`src/hdl/rcp_pkg.sv`:
```
// ---------------------------------------------------------------------------
// rcp_pkg
// Shared types and codes for the control-packet compound parser.
// ---------------------------------------------------------------------------
package rcp_pkg;

  typedef enum logic [9:0] {
    PH_HDR   = 10'b00_0000_0001,
    PH_SR    = 10'b00_0000_0010,
    PH_RR    = 10'b00_0000_0100,
    PH_SSRC  = 10'b00_0000_1000,
    PH_TYPE  = 10'b00_0001_0000,
    PH_LEN   = 10'b00_0010_0000,
    PH_DATA  = 10'b00_0100_0000,
    PH_ALIGN = 10'b00_1000_0000,
    PH_DONE  = 10'b01_0000_0000,
    PH_UNK   = 10'b10_0000_0000
  } phase_t;

  localparam logic [2:0] KIND_FIELD = 3'd0;
  localparam logic [2:0] KIND_DATA  = 3'd1;
  localparam logic [2:0] KIND_PKT   = 3'd2;
  localparam logic [2:0] KIND_ERR   = 3'd3;
  localparam logic [2:0] KIND_CMP   = 3'd4;

  localparam logic [2:0] ERR_NONE    = 3'd0;
  localparam logic [2:0] ERR_TRUNC   = 3'd1;
  localparam logic [2:0] ERR_VERSION = 3'd2;
  localparam logic [2:0] ERR_LENGTH  = 3'd3;
  localparam logic [2:0] ERR_PADNF   = 3'd4;
  localparam logic [2:0] ERR_PADLEN  = 3'd5;
  localparam logic [2:0] ERR_REPORT  = 3'd6;
  localparam logic [2:0] ERR_SDES    = 3'd7;

  localparam logic [3:0] FC_SSRC   = 4'd0;
  localparam logic [3:0] FC_NTP    = 4'd1;
  localparam logic [3:0] FC_RTPTS  = 4'd2;
  localparam logic [3:0] FC_PKTS   = 4'd3;
  localparam logic [3:0] FC_OCTETS = 4'd4;
  localparam logic [3:0] FC_BSSRC  = 4'd5;
  localparam logic [3:0] FC_FRAC   = 4'd6;
  localparam logic [3:0] FC_CUM    = 4'd7;
  localparam logic [3:0] FC_HSEQ   = 4'd8;
  localparam logic [3:0] FC_JIT    = 4'd9;
  localparam logic [3:0] FC_LSR    = 4'd10;
  localparam logic [3:0] FC_DLSR   = 4'd11;
  localparam logic [3:0] FC_CSSRC  = 4'd12;
  localparam logic [3:0] FC_CNAME  = 4'd13;

  localparam logic [7:0] PT_SR   = 8'd200;
  localparam logic [7:0] PT_RR   = 8'd201;
  localparam logic [7:0] PT_SDES = 8'd202;
  localparam logic [7:0] SDES_CNAME = 8'd1;

  typedef struct packed {
    logic        last;
    logic [2:0]  err;
    logic [63:0] value;
    logic [4:0]  idx;
    logic [3:0]  code;
    logic [4:0]  count;
    logic [7:0]  ptype;
    logic [2:0]  kind;
  } res_t;

  typedef struct packed {
    logic [1:0]      n;
    res_t [2:0]      res;
  } res_group_t;

  function automatic res_t mk_res(logic [2:0] kind, logic [7:0] ptype, logic [4:0] count,
                                  logic [3:0] code, logic [4:0] idx, logic [63:0] value,
                                  logic [2:0] err, logic last);
    res_t r;
    r.kind = kind;
    r.ptype = ptype;
    r.count = count;
    r.code = code;
    r.idx = idx;
    r.value = value;
    r.err = err;
    r.last = last;
    return r;
  endfunction

endpackage

```
`src/hdl/rcp_parse.sv`:
```
// ---------------------------------------------------------------------------
// rcp_parse
// Per-byte parse state and result generation, up to three results an item.
// ---------------------------------------------------------------------------
module rcp_parse (
  input  logic                  clk,
  input  logic                  rst,
  input  logic                  in_take,
  input  logic [7:0]            in_byte,
  input  logic                  in_eoc,
  output rcp_pkg::res_group_t   out_grp
);

  rcp_pkg::phase_t phase, phase_next;
  logic [17:0] boff, boff_next;
  logic [17:0] plen, plen_next;
  logic [7:0]  ctype, ctype_next;
  logic [4:0]  ccount, ccount_next;
  logic        pflag, pflag_next;
  logic [63:0] sh, sh_next;
  logic [2:0]  fbc, fbc_next;
  logic [4:0]  blk, blk_next;
  logic [7:0]  ibl, ibl_next;
  logic        cname, cname_next;
  logic [1:0]  csl, csl_next;
  logic [18:0] sfp, sfp_next;
  logic        serr, serr_next;
  logic [7:0]  prev, prev_next;
  logic        failed, failed_next;
  logic [4:0]  rpos, rpos_next;
  logic [5:0]  rblk, rblk_next;

  always_comb begin
    logic        stop;
    logic        clr;
    logic [1:0]  n;
    logic [17:0] o;
    logic [31:0] hdr;
    logic [17:0] fixed;
    logic        hit;
    logic [3:0]  code;
    logic [3:0]  len;
    logic [4:0]  idx;
    logic [63:0] v;
    logic [18:0] o1;
    logic [7:0]  pad;
    logic [18:0] size;
    logic [18:0] pay_end;
    logic [18:0] rep_size;
    rcp_pkg::res_t [2:0] res;

    phase_next = phase;   boff_next = boff;   plen_next = plen;
    ctype_next = ctype;   ccount_next = ccount; pflag_next = pflag;
    sh_next = sh;         fbc_next = fbc;     blk_next = blk;
    ibl_next = ibl;       cname_next = cname; csl_next = csl;
    sfp_next = sfp;       serr_next = serr;   prev_next = prev;
    failed_next = failed; rpos_next = rpos;   rblk_next = rblk;
    stop = 1'b0;
    clr = 1'b0;
    n = 2'd0;
    o = boff;
    o1 = {1'b0, boff} + 19'd1;
    hdr = '0;
    fixed = '0;
    hit = 1'b0;
    code = '0;
    len = 4'd4;
    idx = '0;
    v = '0;
    pad = '0;
    size = '0;
    pay_end = '0;
    rep_size = '0;
    res = '0;

    if (failed) begin
      clr = in_eoc;
    end else begin
      sh_next = {sh[55:0], in_byte};
      if (o < 18'd3) begin
        if (o == 18'd0) begin
          pflag_next = in_byte[5];
          ccount_next = in_byte[4:0];
        end else if (o == 18'd1) begin
          ctype_next = in_byte;
        end
        if (in_eoc) begin
          res[n] = rcp_pkg::mk_res(rcp_pkg::KIND_ERR, ctype_next, ccount_next, '0, '0, '0,
                                   rcp_pkg::ERR_TRUNC, 1'b1);
          n = n + 2'd1;
          clr = 1'b1;
        end else begin
          boff_next = o + 18'd1;
        end
      end else begin
        if (o == 18'd3) begin
          hdr = sh_next[31:0];
          if (hdr[31:30] != 2'd2) begin
            res[n] = rcp_pkg::mk_res(rcp_pkg::KIND_ERR, ctype_next, ccount_next, '0, '0, '0,
                                     rcp_pkg::ERR_VERSION, 1'b1);
            n = n + 2'd1;
            stop = 1'b1;
          end else begin
            plen_next = {hdr[15:0], 2'b11};
            blk_next = '0;
            fbc_next = '0;
            cname_next = 1'b0;
            serr_next = 1'b0;
            csl_next = '0;
            sfp_next = '0;
            rpos_next = '0;
            rblk_next = '0;
            if (ctype_next == rcp_pkg::PT_SR) begin
              phase_next = rcp_pkg::PH_SR;
            end else if (ctype_next == rcp_pkg::PT_RR) begin
              phase_next = rcp_pkg::PH_RR;
            end else if (ctype_next == rcp_pkg::PT_SDES) begin
              phase_next = (ccount_next != 5'd0) ? rcp_pkg::PH_SSRC : rcp_pkg::PH_DONE;
              sfp_next = 19'd4;
            end else begin
              phase_next = rcp_pkg::PH_UNK;
            end
          end
        end

        if (!stop && in_eoc && o != plen_next) begin
          res[n] = rcp_pkg::mk_res(rcp_pkg::KIND_ERR, ctype_next, ccount_next, '0, '0, '0,
                                   rcp_pkg::ERR_LENGTH, 1'b1);
          n = n + 2'd1;
          stop = 1'b1;
        end

        if (!stop && o > 18'd3) begin
          if (phase == rcp_pkg::PH_SR || phase == rcp_pkg::PH_RR) begin
            fixed = (phase == rcp_pkg::PH_SR) ? 18'd28 : 18'd8;
            if (o < fixed) begin
              case (o[4:0])
                5'd7:  begin hit = 1'b1; code = rcp_pkg::FC_SSRC;   end
                5'd15: begin hit = 1'b1; code = rcp_pkg::FC_NTP; len = 4'd8; end
                5'd19: begin hit = 1'b1; code = rcp_pkg::FC_RTPTS;  end
                5'd23: begin hit = 1'b1; code = rcp_pkg::FC_PKTS;   end
                5'd27: begin hit = 1'b1; code = rcp_pkg::FC_OCTETS; end
                default: hit = 1'b0;
              endcase
            end else begin
              rpos_next = (rpos == 5'd23) ? 5'd0 : rpos + 5'd1;
              if (rpos == 5'd23 && rblk != 6'd32) rblk_next = rblk + 6'd1;
              idx = rblk[4:0];
              if (rblk < {1'b0, ccount}) begin
                case (rpos)
                  5'd3:  begin hit = 1'b1; code = rcp_pkg::FC_BSSRC; end
                  5'd4:  begin hit = 1'b1; code = rcp_pkg::FC_FRAC; len = 4'd1; end
                  5'd7:  begin hit = 1'b1; code = rcp_pkg::FC_CUM;  len = 4'd3; end
                  5'd11: begin hit = 1'b1; code = rcp_pkg::FC_HSEQ; end
                  5'd15: begin hit = 1'b1; code = rcp_pkg::FC_JIT;  end
                  5'd19: begin hit = 1'b1; code = rcp_pkg::FC_LSR;  end
                  5'd23: begin hit = 1'b1; code = rcp_pkg::FC_DLSR; end
                  default: hit = 1'b0;
                endcase
              end
            end
            if (hit) begin
              case (len)
                4'd1: v = {56'd0, sh_next[7:0]};
                4'd3: v = {{40{sh_next[23]}}, sh_next[23:0]};
                4'd8: v = sh_next;
                default: v = {32'd0, sh_next[31:0]};
              endcase
              if (code != rcp_pkg::FC_CUM && len == 4'd3) v = {40'd0, sh_next[23:0]};
              res[n] = rcp_pkg::mk_res(rcp_pkg::KIND_FIELD, ctype_next, ccount_next, code,
                                       idx, v, rcp_pkg::ERR_NONE, 1'b0);
              n = n + 2'd1;
            end
          end else if (phase == rcp_pkg::PH_UNK) begin
            res[n] = rcp_pkg::mk_res(rcp_pkg::KIND_DATA, ctype_next, ccount_next, '0, '0,
                                     {56'd0, in_byte}, rcp_pkg::ERR_NONE, 1'b0);
            n = n + 2'd1;
          end else begin
            case (phase)
              rcp_pkg::PH_SSRC: begin
                fbc_next = fbc + 3'd1;
                if (fbc_next >= 3'd4) begin
                  res[n] = rcp_pkg::mk_res(rcp_pkg::KIND_FIELD, ctype_next, ccount_next,
                                           rcp_pkg::FC_CSSRC, blk, {32'd0, sh_next[31:0]},
                                           rcp_pkg::ERR_NONE, 1'b0);
                  n = n + 2'd1;
                  fbc_next = '0;
                  cname_next = 1'b0;
                  phase_next = rcp_pkg::PH_TYPE;
                end
              end
              rcp_pkg::PH_TYPE: begin
                if (in_byte == 8'd0) begin
                  if (!cname) begin
                    serr_next = 1'b1;
                    phase_next = rcp_pkg::PH_DONE;
                  end else if (o1[1:0] == csl) begin
                    blk_next = blk + 5'd1;
                    if (blk_next == ccount) begin
                      phase_next = rcp_pkg::PH_DONE;
                      sfp_next = o1;
                    end else begin
                      phase_next = rcp_pkg::PH_SSRC;
                      csl_next = o1[1:0];
                      fbc_next = '0;
                    end
                  end else begin
                    phase_next = rcp_pkg::PH_ALIGN;
                  end
                end else begin
                  prev_next = in_byte;
                  phase_next = rcp_pkg::PH_LEN;
                end
              end
              rcp_pkg::PH_LEN: begin
                if (prev == rcp_pkg::SDES_CNAME && (cname || in_byte == 8'd0)) begin
                  serr_next = 1'b1;
                  phase_next = rcp_pkg::PH_DONE;
                end else begin
                  if (prev == rcp_pkg::SDES_CNAME) begin
                    res[n] = rcp_pkg::mk_res(rcp_pkg::KIND_FIELD, ctype_next, ccount_next,
                                             rcp_pkg::FC_CNAME, blk, {56'd0, in_byte},
                                             rcp_pkg::ERR_NONE, 1'b0);
                    n = n + 2'd1;
                    cname_next = 1'b1;
                  end
                  ibl_next = in_byte;
                  phase_next = (in_byte != 8'd0) ? rcp_pkg::PH_DATA : rcp_pkg::PH_TYPE;
                end
              end
              rcp_pkg::PH_DATA: begin
                if (prev == rcp_pkg::SDES_CNAME) begin
                  res[n] = rcp_pkg::mk_res(rcp_pkg::KIND_DATA, ctype_next, ccount_next, '0,
                                           blk, {56'd0, in_byte}, rcp_pkg::ERR_NONE, 1'b0);
                  n = n + 2'd1;
                end
                ibl_next = ibl - 8'd1;
                if (ibl_next == 8'd0) phase_next = rcp_pkg::PH_TYPE;
              end
              rcp_pkg::PH_ALIGN: begin
                if (in_byte != 8'd0) begin
                  serr_next = 1'b1;
                  phase_next = rcp_pkg::PH_DONE;
                end else if (o1[1:0] == csl) begin
                  blk_next = blk + 5'd1;
                  if (blk_next == ccount) begin
                    phase_next = rcp_pkg::PH_DONE;
                    sfp_next = o1;
                  end else begin
                    phase_next = rcp_pkg::PH_SSRC;
                    csl_next = o1[1:0];
                    fbc_next = '0;
                  end
                end
              end
              default: ;
            endcase
          end
        end

        if (!stop) begin
          if (o != plen_next) begin
            boff_next = o + 18'd1;
          end else begin
            pad = pflag_next ? in_byte : 8'd0;
            size = {1'b0, plen_next} + 19'd1;
            pay_end = size - {11'd0, pad};
            rep_size = ((phase_next == rcp_pkg::PH_SR) ? 19'd28 : 19'd8)
                       + 19'd24 * {14'd0, ccount_next};
            if (pflag_next && !in_eoc) begin
              res[n] = rcp_pkg::mk_res(rcp_pkg::KIND_ERR, ctype_next, ccount_next, '0, '0,
                                       '0, rcp_pkg::ERR_PADNF, 1'b1);
              n = n + 2'd1;
              stop = 1'b1;
            end else if (pflag_next && (pad == 8'd0 || {11'd0, pad} > size - 19'd4)) begin
              res[n] = rcp_pkg::mk_res(rcp_pkg::KIND_ERR, ctype_next, ccount_next, '0, '0,
                                       '0, rcp_pkg::ERR_PADLEN, 1'b1);
              n = n + 2'd1;
              stop = 1'b1;
            end else if ((phase_next == rcp_pkg::PH_SR || phase_next == rcp_pkg::PH_RR)
                         && pay_end != rep_size) begin
              res[n] = rcp_pkg::mk_res(rcp_pkg::KIND_ERR, ctype_next, ccount_next, '0, '0,
                                       '0, rcp_pkg::ERR_REPORT, 1'b1);
              n = n + 2'd1;
              stop = 1'b1;
            end else if (phase_next != rcp_pkg::PH_SR && phase_next != rcp_pkg::PH_RR
                         && phase_next != rcp_pkg::PH_UNK
                         && (serr_next || phase_next != rcp_pkg::PH_DONE
                             || sfp_next != pay_end)) begin
              res[n] = rcp_pkg::mk_res(rcp_pkg::KIND_ERR, ctype_next, ccount_next, '0, '0,
                                       '0, rcp_pkg::ERR_SDES, 1'b1);
              n = n + 2'd1;
              stop = 1'b1;
            end else begin
              res[n] = rcp_pkg::mk_res(rcp_pkg::KIND_PKT, ctype_next, ccount_next, '0, '0,
                                       {56'd0, pad}, rcp_pkg::ERR_NONE, 1'b0);
              n = n + 2'd1;
              if (in_eoc) begin
                res[n] = rcp_pkg::mk_res(rcp_pkg::KIND_CMP, ctype_next, ccount_next, '0, '0,
                                         '0, rcp_pkg::ERR_NONE, 1'b1);
                n = n + 2'd1;
              end
              clr = 1'b1;
            end
          end
        end
        if (stop) begin
          if (in_eoc) clr = 1'b1;
          else failed_next = 1'b1;
        end
      end
    end

    if (clr) begin
      phase_next = rcp_pkg::PH_HDR; boff_next = '0; plen_next = '0;
      ctype_next = '0; ccount_next = '0; pflag_next = 1'b0;
      sh_next = '0; fbc_next = '0; blk_next = '0; ibl_next = '0;
      cname_next = 1'b0; csl_next = '0; sfp_next = '0; serr_next = 1'b0;
      prev_next = '0; failed_next = 1'b0; rpos_next = '0; rblk_next = '0;
    end

    out_grp.n = in_take ? n : 2'd0;
    out_grp.res = res;
  end

  always_ff @(posedge clk) begin
    if (rst) begin
      phase <= rcp_pkg::PH_HDR; boff <= '0; plen <= '0;
      ctype <= '0; ccount <= '0; pflag <= 1'b0;
      sh <= '0; fbc <= '0; blk <= '0; ibl <= '0;
      cname <= 1'b0; csl <= '0; sfp <= '0; serr <= 1'b0;
      prev <= '0; failed <= 1'b0; rpos <= '0; rblk <= '0;
    end else if (in_take) begin
      phase <= phase_next; boff <= boff_next; plen <= plen_next;
      ctype <= ctype_next; ccount <= ccount_next; pflag <= pflag_next;
      sh <= sh_next; fbc <= fbc_next; blk <= blk_next; ibl <= ibl_next;
      cname <= cname_next; csl <= csl_next; sfp <= sfp_next; serr <= serr_next;
      prev <= prev_next; failed <= failed_next; rpos <= rpos_next; rblk <= rblk_next;
    end
  end

endmodule

```
`src/hdl/rtcp_compound_parser_core.sv`:
```
// ---------------------------------------------------------------------------
// rtcp_compound_parser_core
// Compound control-packet parser: one byte in, fields and status out.
// ---------------------------------------------------------------------------
//  channel  dir  tdata                         tuser  tlast
//  s_axis   in   in_byte                       -      end_of_compound
//  m_axis   out  type,count,code,index,value,  kind   last
//                error
// An accepted byte is parsed in the cycle it is taken and its zero to three
// results enter a four-entry result queue; one result leaves per cycle while
// m_tready is high. A byte is taken each cycle while the queue holds at most one
// result, so with m_tready high a stream yielding one result a byte or fewer runs
// at one byte a cycle. Synchronous reset clears the parse state and the queue.
// ---------------------------------------------------------------------------
module rtcp_compound_parser_core (
  input  logic        clk,
  input  logic        rst,
  input  logic        s_tvalid,
  output logic        s_tready,
  input  logic [7:0]  s_tdata,   // in_byte[7:0]
  input  logic        s_tlast,
  output logic        m_tvalid,
  input  logic        m_tready,
  output logic [95:0] m_tdata,   // pkt_type, packet_count, field_code, block_index,
                                 // field_value, error_code, zero fill
  output logic [2:0]  m_tuser,   // kind
  output logic        m_tlast
);

  rcp_pkg::res_group_t grp;
  rcp_pkg::res_t q [4];
  logic [1:0] rd, wr;
  logic [2:0] cnt;
  logic take, pop;
  rcp_pkg::res_t head;

  assign s_tready = (cnt <= 3'd1);
  assign take = s_tvalid && s_tready;
  assign pop = m_tvalid && m_tready;

  rcp_parse u_parse (
    .clk     (clk),
    .rst     (rst),
    .in_take (take),
    .in_byte (s_tdata),
    .in_eoc  (s_tlast),
    .out_grp (grp)
  );

  always_ff @(posedge clk) begin
    if (rst) begin
      rd <= '0;
      wr <= '0;
      cnt <= '0;
    end else begin
      rd <= rd + {1'b0, pop};
      wr <= wr + grp.n;
      cnt <= cnt + {1'b0, grp.n} - {2'b0, pop};
    end
  end

  always_ff @(posedge clk) begin
    if (grp.n > 2'd0) q[wr] <= grp.res[0];
    if (grp.n > 2'd1) q[wr + 2'd1] <= grp.res[1];
    if (grp.n > 2'd2) q[wr + 2'd2] <= grp.res[2];
  end

  assign head = q[rd];
  assign m_tvalid = (cnt != 3'd0);
  assign m_tuser = head.kind;
  assign m_tlast = head.last;
  assign m_tdata = {7'd0, head.err, head.value, head.idx, head.code, head.count, head.ptype};

  a_cnt_bound: assert property (@(posedge clk) disable iff (rst) cnt <= 3'd4)
    else $error("result queue overflow");
  a_no_push_idle: assert property (@(posedge clk) disable iff (rst)
    !take |-> grp.n == 2'd0)
    else $error("results without an accepted item");
  a_ready_room: assert property (@(posedge clk) disable iff (rst)
    take |=> cnt <= 3'd4 && m_tvalid == (cnt != 3'd0))
    else $error("queue accounting broken");

endmodule

```
`config.mk`:
```
export PLATFORM = sky130hd
export DESIGN_NAME = rtcp_compound_parser_core
export DESIGN_NICKNAME = d
export VERILOG_FILES = /design/src/hdl/rcp_pkg.sv /design/src/hdl/rcp_parse.sv /design/src/hdl/rtcp_compound_parser_core.sv
export SDC_FILE = /design/constraint.sdc
export NUM_CORES = 1
export LEC_CHECK = 0
export BUFFER_PORTS_ARGS = -buffer_cell sky130_fd_sc_hd__buf_2
export CORE_ASPECT_RATIO = 1.25
export CORE_MARGIN = 1.5
export CORE_UTILIZATION = 45
export CTS_BUF_LIST = sky130_fd_sc_hd__clkbuf_8
export DETAILED_ROUTE_END_ITERATION = 6
export PLACE_DENSITY = 0.66
export SKIP_LAST_GASP = 1
export SLEW_MARGIN = 40
export SYNTH_ARGS = -nofsm -noshare
export SYNTH_HDL_FRONTEND = slang
export SYNTH_SLANG_ARGS = --single-unit
```
`constraint.sdc`:
```
create_clock -name clk -period 23.1 [get_ports clk]
set_input_delay 3.465 -clock clk [delete_from_list [all_inputs] [get_ports clk]]
set_output_delay 3.465 -clock clk [all_outputs]
set_load 0.05 [all_outputs]
```
## Yosys cells after proc, flatten, opt, wreduce, memory -nomap -nowiden

Memories as Yosys holds them, arrays and structs flattened. A register that Yosys moved wholly into a read port is not among the register bits.
Cells that the tools add are included.
W data, S select, Z words.

- Register bits after elaboration: 182
- Latch bits: 0
- Bits in writable memories: 372
- Memory bits (read-only): 0
- Bits of input ports: 13
- Output and inout port bits: 102
- Logic and storage cells: 491
- Memories kept: 1

Memories:

| memory | depth | width | rd ports | clocked after memory_dff | wr ports | line | RTL |
|---|---|---|---|---|---|---|---|
| q | 4 | 93 | 1 | 1 | 3 | rtcp_compound_parser_core.sv:31 | `rcp_pkg::res_t q [4];` |

- $add $sub $neg: 21
- Multipliers: 1
- Divide/modulo/power cells: 0
- Order comparisons: 18
- Equal/unequal tests: 51
- Shifts and indexed selects: 0
- Mux-type cells: 329
- Bitwise logic cells: 0
- Reductions and logical operators: 49

Operators by type and width:

| cell | number |
|---|---|
| $mux W279 | 21 |
| $bwmux W279 | 12 |
| $mux W93 | 10 |
| $pmux W279 S3 | 1 |
| $demux W93 S2 | 4 |
| $mux W64 | 6 |
| $mux W19 | 17 |
| $mux W18 | 13 |
| $mux W10 | 21 |
| $pmux W64 S3 | 1 |
| $mux W186 | 1 |
| $mux W8 | 21 |
| $mux W5 | 32 |
| $mux W56 | 2 |
| $mux W2 | 39 |
| $mux W1 | 76 |
| $mux W6 | 9 |
| $mux W4 | 13 |
| $pmux W10 S5 | 1 |
| $mux W3 | 15 |
| $add A18 B1 Y19 const B | 2 |
| $ne A19 B19 Y1 | 2 |
| $pmux W19 S2 | 1 |
| $pmux W4 S7 | 1 |
| other kinds (84) | 148 |

## Logic depth before layout (Yosys ltp)

- Depth after elaboration: 41
- Gate-level depth with buffers: 43
- Gate-level depth less buffers: 34

## By module

From an unflattened synthesis, not the netlist that was laid out.

- Cell total of the unflattened synthesis: 4,474
- Area total of the unflattened synthesis: 37,267.0 um^2

By module, submodules not included:

| module | times used | cells each | area an instance (um^2) | sequential area each (um^2) |
|---|---|---|---|---|
| rtcp_compound_parser_core | 1 | 2,205 | 21,237.9 | 11,310.8 |
| rcp_parse | 1 | 2,269 | 16,029.1 | 3,503.4 |

## Worst setup path after synthesis

OpenSTA, ideal clock, no wires.

- Kind: input port to flip-flop
- From: input port s_tdata[0]
- To: memory q[1][0] (netlist name), enable pin
- Data arrival time: 16.362 ns
- Data required time: 22.427 ns
- Setup slack: 6.065 ns
- Stages on the path: 32
- Buffers on the path: 5
- Cells stage by stage: buf_2 > clkbuf_1 > nand4_1 > and3_1 > nor4b_1 > nand4_1 > nor4_1 > clkbuf_1 > clkbuf_1 > nor3_1 > inv_1 > ha_1 > o211ai_2 > nor3_1 > and2_1 > nor3_2 > or2_2 > nor3_1 > ha_1 > a21oi_1 > mux2i_1 > o22a_1 > a2bb2oi_1 > nor4_1 > nand4_1 > a2111o_1 > nand2_1 > a311oi_4 > buf_4 > nor4_2 > a21oi_1 > o21ai_0

RTL lines:

| element | line | RTL |
|---|---|---|
| start, declared | rtcp_compound_parser_core.sv:20 | `input logic [7:0] s_tdata,` |
| end, declared | rtcp_compound_parser_core.sv:31 |  |

==> metrics.md <==
| Metric | Value |
|---|---|
| Fraction of layout cells with a size suffix above 1 | 15.1% |
| Crit path time final | 12,650 ps |
| HPWL after detailed placement | 77,600 µm |
| Mapped Avg Cell Area | 9.76 µm² |
| Total gr overflow | 0 |
| Synth unique cells | 116 |
| Largest cells by area after synthesis | edfxtp_1, dfxtp_1, mux4_2 |
| Die ar. | 0.0782 mm² |
| Yosys warns | 0 |
| Post-detailed-routing wire length | 113,000 µm |
| Status | finished clean |
| CTS tree | yes |
| Layout Area Growth over Synthesis | 9.48% |
| RSZ-0062 raised after global routing | false |
| EDFF count, synth | 372 |
| Most frequent cell after synthesis | edfxtp_1 |
| Cell row count | 113 |
| Period Utilization, post-route | 54.8% |
| Inserted Clock Buffers | 91 |
| Post-synth top cells | edfxtp_1, nor2_1, nand2_1 |
| Setup TNS | 0 ps |
| WP buf/inv | 6 |
| Pwr dens | 72.8 mW/mm² |
| Via/cell ratio | 6.42 |
| Setup Buffers After CTS | 0 |
| Core ar. | 0.0759 mm² |
| Global-route wire length before repair | 171,000 µm |
| Sequential cell area | 0.0148 mm² |
| Crit-path max cell delay | 620 ps |
| Post-CTS Resized | 0 |
| Syn Inst Count | 3,528 |
| CP delay by family, top | simple AND/OR/NAND/NOR gates |
| Slew Limit Fails | 0 |
| Die H | 312 µm |
| Flop pwr share | 41.0% |
| Clock share of power | 32.4% |
| GRT Util Overall | 28.2% |
| Pint | 1770 µW |
| Routed Antenna Nets | 0 |
| Drt wl/cell | 24.6 µm |
| Share of the synthesized area in the top cell type | 32.4% |
| Ys async rst share | 0% |
| Setup Skew | 65.9 ps |
| Initial Util | 45.4% |
| Ys flop type | edfxtp_1 |
| CTS clock-pin slew for the worst setup and hold paths | 60 ps |
| Slowest cell on crit path | nor4_2 |
| Sw frac | 35.5% |
| Final Wtd Congestion | 1.04 |
| Initial DRC count | 3,695 |
| CP required | 23,440 ps |
| Clk Latency, worst-skew pair | 750 ps |
| Final Hold Vio Count | 0 |
| Sink Count | 554 |
| Filler cells | 6,952 |
| Die X | 250 µm |
| Pin count of the biggest net entering global routing | 77 |
| Leakage power total | 0.0136 µW |
| Critical path fanouts, max | 62 |
| Final setup viols | 0 |
| Highest Clock Rate | 79.0 MHz |
| CTS root buf | clkbuf_8 |
| CTS H-tree lvls | 3 |
| Clock Tree Buf Depth | 3 |
| CP arrival | 12,990 ps |
| Slew margin rel. | 41.3% |
| Post-Route Utilization | 49.7% |
| Crit path capture type | register |
| Peak supply drop | 0.0000598 V |
| Drt drc | 0 |
| Critical path class | input port to register |
| Vias in the first global route | 28.4k |
| Multi-input logic area | 0.0184 mm² |
| Worst slew pin tran | 880 ps |
| Sw Pwr | 973 µW |
| Sequential share of the synthesized area | 43.0% |
| Drt pass-1 iters | 6 |
| Min-Delay Path Class | register to register |
| Hold Buf Count CTS | 0 |
| Antenna violations before repair | 1 |
| Comb pwr share | 26.6% |
| I/O pin total | 115 |
| # nets final | 3,591 |
| CP Launch Type | input port |
| Synth Register Bits | 554 |
| Max Cap Viol | 0 |
| Routed via count | 29.3k |
| Port buffer count | 107 |
| Synth Cell Area | 0.0344 mm² |
| Cell taking the most area after synthesis | edfxtp_1 |
[cell families after synthesis]
kind of cell	Yosys count	synth area share, %
flops	554	43.0
fa+ha+maj	62	2.32
other cells	1	0.0109
simple gates	1337	19.5
xor+xnor	118	3.04
buf+inv	370	4.61
compound gates	855	17.3
mux	231	10.2
[state kept, by name, summed over array words and instances (netlist names), 2 cells and up]
| register | count |
|---|---|
| cnt | 3 |
| q | 372 |
| rd | 2 |
| u_parse.blk | 5 |
| u_parse.boff | 18 |
| u_parse.ccount | 5 |
| u_parse.csl | 2 |
| u_parse.ctype | 8 |
| u_parse.fbc | 3 |
| u_parse.ibl | 8 |
| u_parse.phase | 10 |
| u_parse.plen | 18 |
| u_parse.prev | 8 |
| u_parse.rblk | 6 |
| u_parse.rpos | 5 |
| u_parse.sfp | 19 |
| u_parse.sh | 56 |
| wr | 2 |
[layout make-up]
type / count / area share [%]
Sequential cell: 554 / 39.3
Clock buffer: 104 / 3.80
Tap cell: 977 / 3.24
Multi-Input combinational cell: 2610 / 48.7
Inverter: 79 / 0.787
Clock inverter: 67 / 1.17
Antenna cell: 1 / 0.00664
Timing Repair Buffer: 180 / 2.93
[tightest hold or removal path, delay by kind of cell (launching register included)]
family	cells	cell delay, ps
AO/OA/AOI/OAI	1	50
AND/OR/NAND/NOR	1	50
flip-flops	1	310
[layer usage]
metal  wire [µm]  GRT usage, %  part of all wire (%)  vias up
met4        6420          16.3                   5.7        0
met2       53200          46.0                    47     1485
met3        8670          4.86                   7.7      363
li1            -             -                     -    13269
met5           0             0                     0        -
met1       44300          35.4                    39    14227
[power by group through the flow]
| stage | Clock, µW | Sequential (µW) | Combinational [µW] |
|---|---|---|---|
| after floorplan | 0 | 1120 | 567 |
| after global placement | 0 | 1150 | 724 |
| after detailed placement | 0 | 1150 | 726 |
| after CTS | 902 | 1130 | 728 |
| after global routing | 939 | 1130 | 763 |
| final | 889 | 1130 | 728 |
[placed cells by master, fill, tap and decap left out, drive strengths merged, types with 30 or more instances in the layout]
cell,count
a21o,51
a21oi,225
a22o,75
a22oi,36
and2,59
and3,109
buf,179
clkbuf,105
dfxtp,182
edfxtp,372
ha,59
inv,112
mux2,34
mux2i,104
mux4,93
nand2,321
nand3,128
nand4,57
nor2,378
nor3,79
nor4,44
o21ai,154
o31ai,31
or3,30
xnor2,68
xor2,49
[final timing paths]
kind	from	to	slack (ps)	depth (start not counted)
hold / removal	u_parse.sh[55]	u_parse.sh[55]	450	2
setup / recovery	s_tdata[1]	q[2][38]	10450	31
hold reg to reg	u_parse.sh[55]	u_parse.sh[55]	450	2
setup reg to reg	u_parse.boff[0]	q[2][38]	10580	33
[per-stage QoR]
step                setup slack, ps  power [µW]  hold slack [ps]  area, µm²  std cells
detailed placement             9720        1870              442      35800       4398
CTS                           10460        2760              454      37600       4569
floorplan                      6070        1690              427      34500       3534
finish                        10450        2740              455      37700       4572
global route                   9870        2830              470      37700       4572
global placement               9650        1870              433      35600       4390
(Power assumes the default switching activity.)
